<file path="config.mk">
export PLATFORM = sky130hd
export DESIGN_NAME = pd3d_front
export DESIGN_NICKNAME = d
export VERILOG_FILES = /design/src/pd3d_pkg.sv /design/src/pd3d_front.sv
export SDC_FILE = /design/constraint.sdc
export NUM_CORES = 1
export LEC_CHECK = 0
export BUFFER_PORTS_ARGS = -buffer_cell sky130_fd_sc_hd__buf_2
export CAP_MARGIN = 5
export CORE_MARGIN = 2
export CORE_UTILIZATION = 40
export CTS_BUF_LIST = sky130_fd_sc_hd__clkbuf_4 sky130_fd_sc_hd__clkbuf_8 sky130_fd_sc_hd__clkbuf_16
export CTS_CLUSTER_DIAMETER = 120
export CTS_CLUSTER_SIZE = 14
export DETAILED_ROUTE_END_ITERATION = 8
export GPL_ROUTABILITY_DRIVEN = 0
export GPL_TIMING_DRIVEN = 0
export PLACE_DENSITY_LB_ADDON = 0.12
export SLEW_MARGIN = 20
export SYNTH_ARGS = -nofsm -noshare
export SYNTH_HDL_FRONTEND = slang
export SYNTH_SLANG_ARGS = --single-unit
</file>
<file path="constraint.sdc">
create_clock -name aclk -period 7.6 [get_ports aclk]
set_input_delay 0.76 -clock aclk [delete_from_list [all_inputs] [get_ports aclk]]
set_output_delay 0.76 -clock aclk [all_outputs]
set_load 0.01 [all_outputs]
</file>
<file path="src/pd3d_pkg.sv">
// Shared types and constants of the periodic 3D divergence block.
package pd3d_pkg;

    localparam int COORD_W = 4;
    localparam int SIZE_W  = 5;
    localparam int WORD_W  = 32;
    localparam int CFG_IDX_W = 3;
    localparam int S_TDATA_W = 112;
    localparam int M_TDATA_W = 32;

    localparam logic [CFG_IDX_W-1:0] CFG_SIZE_X  = 3'd0;
    localparam logic [CFG_IDX_W-1:0] CFG_SIZE_Y  = 3'd1;
    localparam logic [CFG_IDX_W-1:0] CFG_SIZE_Z  = 3'd2;
    localparam logic [CFG_IDX_W-1:0] CFG_RECIP_X = 3'd3;
    localparam logic [CFG_IDX_W-1:0] CFG_RECIP_Y = 3'd4;
    localparam logic [CFG_IDX_W-1:0] CFG_RECIP_Z = 3'd5;

    localparam logic REQ_WRITE = 1'b0;
    localparam logic REQ_QUERY = 1'b1;

    typedef struct packed {
        logic [SIZE_W-1:0] size_x;
        logic [SIZE_W-1:0] size_y;
        logic [SIZE_W-1:0] size_z;
        logic [WORD_W-1:0] recip_x;
        logic [WORD_W-1:0] recip_y;
        logic [WORD_W-1:0] recip_z;
    } cfg_t;

    typedef struct packed {
        logic                     is_query;
        logic                     bad;
        logic [COORD_W-1:0]       x;
        logic [COORD_W-1:0]       y;
        logic [COORD_W-1:0]       z;
        logic [SIZE_W-1:0]        px;
        logic [SIZE_W-1:0]        py;
        logic [SIZE_W-1:0]        pz;
        logic signed [WORD_W-1:0] comp_x;
        logic signed [WORD_W-1:0] comp_y;
        logic signed [WORD_W-1:0] comp_z;
    } cmd_t;

endpackage

</file>
<file path="src/pd3d_front.sv">
// Front end: accepts words, checks coordinates, finds wrapped neighbours, queues commands.
module pd3d_front #(
    parameter int MAX_NX = 16,
    parameter int MAX_NY = 16,
    parameter int MAX_NZ = 16
) (
    input  logic                                aclk,
    input  logic                                aresetn,
    input  pd3d_pkg::cfg_t                      cfg,
    input  logic                                s_tvalid,
    output logic                                s_tready,
    input  logic [pd3d_pkg::S_TDATA_W-1:0]      s_tdata,
    input  logic                                s_tuser,
    output logic                                q_valid,
    input  logic                                q_ready,
    output pd3d_pkg::cmd_t                      q_data
);

    function automatic logic [pd3d_pkg::SIZE_W-1:0] eff_size(
        input logic [pd3d_pkg::SIZE_W-1:0] s,
        input int                          max_n
    );
        return (int'(s) > max_n) ? pd3d_pkg::SIZE_W'(max_n) : s;
    endfunction

    logic [pd3d_pkg::SIZE_W-1:0] nx, ny, nz;
    logic [pd3d_pkg::COORD_W-1:0] cx, cy, cz;
    pd3d_pkg::cmd_t cmd;

    pd3d_pkg::cmd_t ent_reg [2];
    logic       wr_ptr_reg, wr_ptr_next;
    logic       rd_ptr_reg, rd_ptr_next;
    logic [1:0] count_reg, count_next;
    logic       push, pop;

    assign nx = eff_size(cfg.size_x, MAX_NX);
    assign ny = eff_size(cfg.size_y, MAX_NY);
    assign nz = eff_size(cfg.size_z, MAX_NZ);
    assign cx = s_tdata[3:0];
    assign cy = s_tdata[7:4];
    assign cz = s_tdata[11:8];

    always_comb begin
        cmd.is_query = s_tuser;
        cmd.bad = ({1'b0, cx} >= nx) || ({1'b0, cy} >= ny) || ({1'b0, cz} >= nz);
        cmd.x = cx;
        cmd.y = cy;
        cmd.z = cz;
        cmd.px = (cx == '0) ? nx - 5'd1 : {1'b0, cx} - 5'd1;
        cmd.py = (cy == '0) ? ny - 5'd1 : {1'b0, cy} - 5'd1;
        cmd.pz = (cz == '0) ? nz - 5'd1 : {1'b0, cz} - 5'd1;
        cmd.comp_x = $signed(s_tdata[43:12]);
        cmd.comp_y = $signed(s_tdata[75:44]);
        cmd.comp_z = $signed(s_tdata[107:76]);
    end

    assign s_tready = (count_reg != 2'd2);
    assign q_valid  = (count_reg != 2'd0);
    assign q_data   = ent_reg[rd_ptr_reg];
    assign push     = s_tvalid && s_tready;
    assign pop      = q_valid && q_ready;

    always_comb begin
        wr_ptr_next = push ? ~wr_ptr_reg : wr_ptr_reg;
        rd_ptr_next = pop ? ~rd_ptr_reg : rd_ptr_reg;
        count_next  = count_reg;
        if (push && !pop) begin
            count_next = count_reg + 2'd1;
        end else if (pop && !push) begin
            count_next = count_reg - 2'd1;
        end
    end

    always_ff @(posedge aclk) begin
        if (!aresetn) begin
            wr_ptr_reg <= 1'b0;
            rd_ptr_reg <= 1'b0;
            count_reg  <= 2'd0;
        end else begin
            wr_ptr_reg <= wr_ptr_next;
            rd_ptr_reg <= rd_ptr_next;
            count_reg  <= count_next;
        end
    end

    always_ff @(posedge aclk) begin
        if (push) begin
            ent_reg[wr_ptr_reg] <= cmd;
        end
    end

endmodule

</file>
==> impl_metrics.py <==
metrics = {
    "sta": {
        "tightest_slew_ns": 0.501,
        "post-route-period-util_pct": 38.6,
        "finClkSkew_ns": 0.0141,
        "fmax_ghz": 0.341,
        "fin_crit_ns": 2.94,
        "hold_ws_ns": 0.442,
        "setup_viol": 0,
        "fin_tns_setup_ns": 0,
        "slew_viol_final": 0,
        "rsz0062_at_grt": "no",
        "setup_slack_ns": 4.66,
        "hold_viol_final": 0,
        "relSlewSlack_pct": 66.6,
    },
    "global_routing": {
        "grt_usage_pct": 15.4,
        "antenna_found_initial": 2,
        "grt_pass1_vias": 5908,
        "overflow": 0,
        "grt_pass1_wl_mm": 31.6,
        "grt_max_degree": 52,
    },
    "logic_synthesis": {
        "synth_edf_count": 250,
        "synth_area_leaders": "edfxtp_1 (76%), mux2_2 (14%), ha_1 (2.0%)",
        "synth.most_common_cell": "edfxtp_1",
        "yosys_warnings": 0,
        "synth_xor_area_share_pct": 0.882,
        "synth-compound-area-share_pct": 2.12,
        "seq_area_frac_synth_pct": 76.6,
        "yosysTopAreaCellShare_pct": 75.6,
        "syn_inst": 514,
        "synth_mux_area_share_pct": 14.3,
        "synth_top_family_by_area": "multiplexers",
        "syn_avg_cell_area_sq_um": 19.3,
        "synth_common_cells": "edfxtp_1 (250), mux2_2 (125), ha_1 (16)",
        "yosys.area_share.simple_pct": 2.84,
        "ys_seq_elements": 255,
        "syn-num-nets": 758,
        "synth_ff_type": "edfxtp_1",
        "ys_types": 35,
        "synth_fa_ha_area_share_pct": 2.02,
        "synth_area_sq_mm": 0.00993,
        "ys_async_sr_fraction_pct": 0,
        "synth_area_leader_cell": "edfxtp_1",
    },
    "floorplan": {
        "ios": 355,
        "die_h_um": 162,
        "initial_core_util_pct": 40.8,
        "die_w_um": 162,
        "core_area_sq_mm": 0.0243,
        "design.die.area_sq_mm": 0.0261,
        "num_rows": 57,
    },
    "clock_tree": {
        "cts_made_buffers": 22,
        "clockBufferDepth": 3,
        "cts_setup_buffers": 0,
        "path_clk_slew_ns": 0.07,
        "tritoncts": "built",
        "cts_root_buf": "clkbuf_16",
        "postCtsHoldBufs": 0,
        "cts_sinks": 255,
        "clk_latency_ns": 0.50,
        "h-tree-depth": 1,
        "ctsResizeCount": 0,
    },
    "setup_path": {
        "worst-r2r-cell-count": 6,
        "crit_path_frequent_cell": "buf_2",
        "crit_fanout": 10,
        "crit_family": "buffers and inverters",
        "cpMaxStageDelayCell": "mux2_2",
        "cp-start-kind": "flop",
        "reg2reg_slack_ns": 5.66,
        "path_cells": "buf_2, buf_2, buf_4, mux2_2, buf_2",
        "rr_endpoint": "ent_reg[0][36]",
        "required_ns": 6.84,
        "cp_num_buf_inv": 4,
        "endpoint_kind": "primary output",
        "critical_path_class": "reg2out",
        "cp_slowest_stage_delay_ns": 0.37,
        "rr_startpoint": "count_reg[0]",
        "arrival_ns": 2.18,
    },
    "place": {
        "hpwlAfterDp_mm": 14.8,
        "dp.cells": 1099,
        "io_buffers": 254,
        "post-place-ws_ns": 5.13,
    },
    "job": {
        "max_cap_violations": 0,
    },
    "power": {
        "peakVddDrop_mv": 0.150,
        "pwr-share-seq_pct": 46.7,
        "powerDensity_mw_per_mm2": 318,
        "p_int_w": 0.00287,
        "power_w": 0.00395,
        "p_comb_share_pct": 27.1,
        "p_clk_share_pct": 26.2,
        "leakagePower_nw": 4.67,
        "switchingPower_w": 0.00108,
        "swShare_pct": 27.4,
    },
    "layout": {
        "drive_gt1_share_pct": 54.7,
        "final_cells": 1132,
        "fin_nets": 1043,
        "area_delta_synth_final_pct": 25.2,
        "largest_register_ffs": 250,
        "nFillCells": 2072,
    },
    "drt": {
        "drtIter0Drc": 298,
        "ant_nets": 0,
        "drc": 0,
        "via_per_inst": 4.86,
        "finalWirelength_mm": 20.6,
        "vias": 5498,
        "avgRoutedWirePerCell_um": 18.2,
        "dr.pass1.iters": 5,
    },
    "run_status": {
        "outcome": "complete, no violations",
    },
    "min_path": {
        "holdPathStages": 1,
        "hold_class": "in2reg",
        "holdCritStartpoint": "s_tdata[95]",
        "holdPathEnd": "ent_reg[1][19]",
    },
}
[logic make-up after synthesis]
group                      Yosys count
DFF                                255
muxes                              126
and+or+nand+nor                     50
AOI/OAI and AO/OA                   32
buffers and inverters               25
adders and majority gates           16
xor gates and xnor gates            10
[layout make-up]
class	instances	area [sq um]	area share [%]
timing repair buffer	261	1430	11.5
buffer	14	82.6	0.664
antenna	2	5.00	0.0403
inverter	11	41.3	0.332
clock buffer	30	628	5.05
tap	324	405	3.26
clock inverter	1	16.3	0.131
multi-input combinational	234	2210	17.8
sequential	255	7610	61.2
[power by group through the flow]
stage / clock network, W / registers [W] / logic (W)
floorplan: 0 / 0.00190 / 0.000633
global placement: 0 / 0.00193 / 0.00102
detailed placement: 0 / 0.00188 / 0.00109
CTS: 0.00107 / 0.00185 / 0.00110
global route: 0.00113 / 0.00186 / 0.00116
finish: 0.00103 / 0.00184 / 0.00107
[cell usage in the layout (no fill, tap or decap), types with 2 or more instances in the layout]
master / netlist / final
buf_12: 0 / 4
nor3_1: 3 / 3
xnor2_1: 6 / 6
mux2_2: 125 / 125
diode_2: 0 / 2
buf_2: 9 / 263
edfxtp_1: 250 / 250
nand3_1: 2 / 2
inv_1: 11 / 11
nand2b_1: 5 / 5
nor2b_1: 3 / 3
xor2_1: 4 / 4
clkbuf_16: 0 / 23
nand2_1: 10 / 10
clkbuf_4: 0 / 7
a31oi_1: 8 / 8
nor4_4: 2 / 2
o31ai_1: 2 / 2
buf_16: 0 / 3
nand3_2: 2 / 2
ha_1: 16 / 16
and2_1: 4 / 4
buf_4: 5 / 5
o21ai_0: 6 / 6
nor2_1: 15 / 14
o211ai_1: 2 / 2
dfxtp_1: 5 / 5
a21oi_1: 6 / 6
or3_1: 2 / 2
[stage by stage]
step | instance area, sq um | utilization (%)
CTS | 12400 | 51.1
global placement | 11600 | 47.7
detailed placement | 11800 | 48.4
floorplan | 9930 | -
finish | 12400 | 51.1
global route | 12400 | 51.1
[routing by layer]
| layer | vias to the layer above | part of all wire, % | track usage (%) |
|---|---|---|---|
| met3 | 35 | 7.0 | 4.03 |
| li1 | 2577 | - | - |
| met2 | 166 | 52 | 27.8 |
| met4 | 0 | 2.2 | 4.34 |
| met1 | 2720 | 39 | 18.3 |
| met5 | - | 0 | 0 |
[worst max-delay path by stage]
stage	cells past startpoint	slack (ns)	end	start
after floorplan	2	0.94	ent_reg[0][0]	s_tvalid
after global placement	3	-1.90	ent_reg[0][77]	s_tvalid
after detailed placement	5	5.13	q_data[110]	flop
after CTS	5	4.58	q_data[122]	flop
after global routing	5	4.52	q_data[110]	flop
final	5	4.66	q_data[110]	flop
Note: power is estimated with default switching activity, not from simulation.
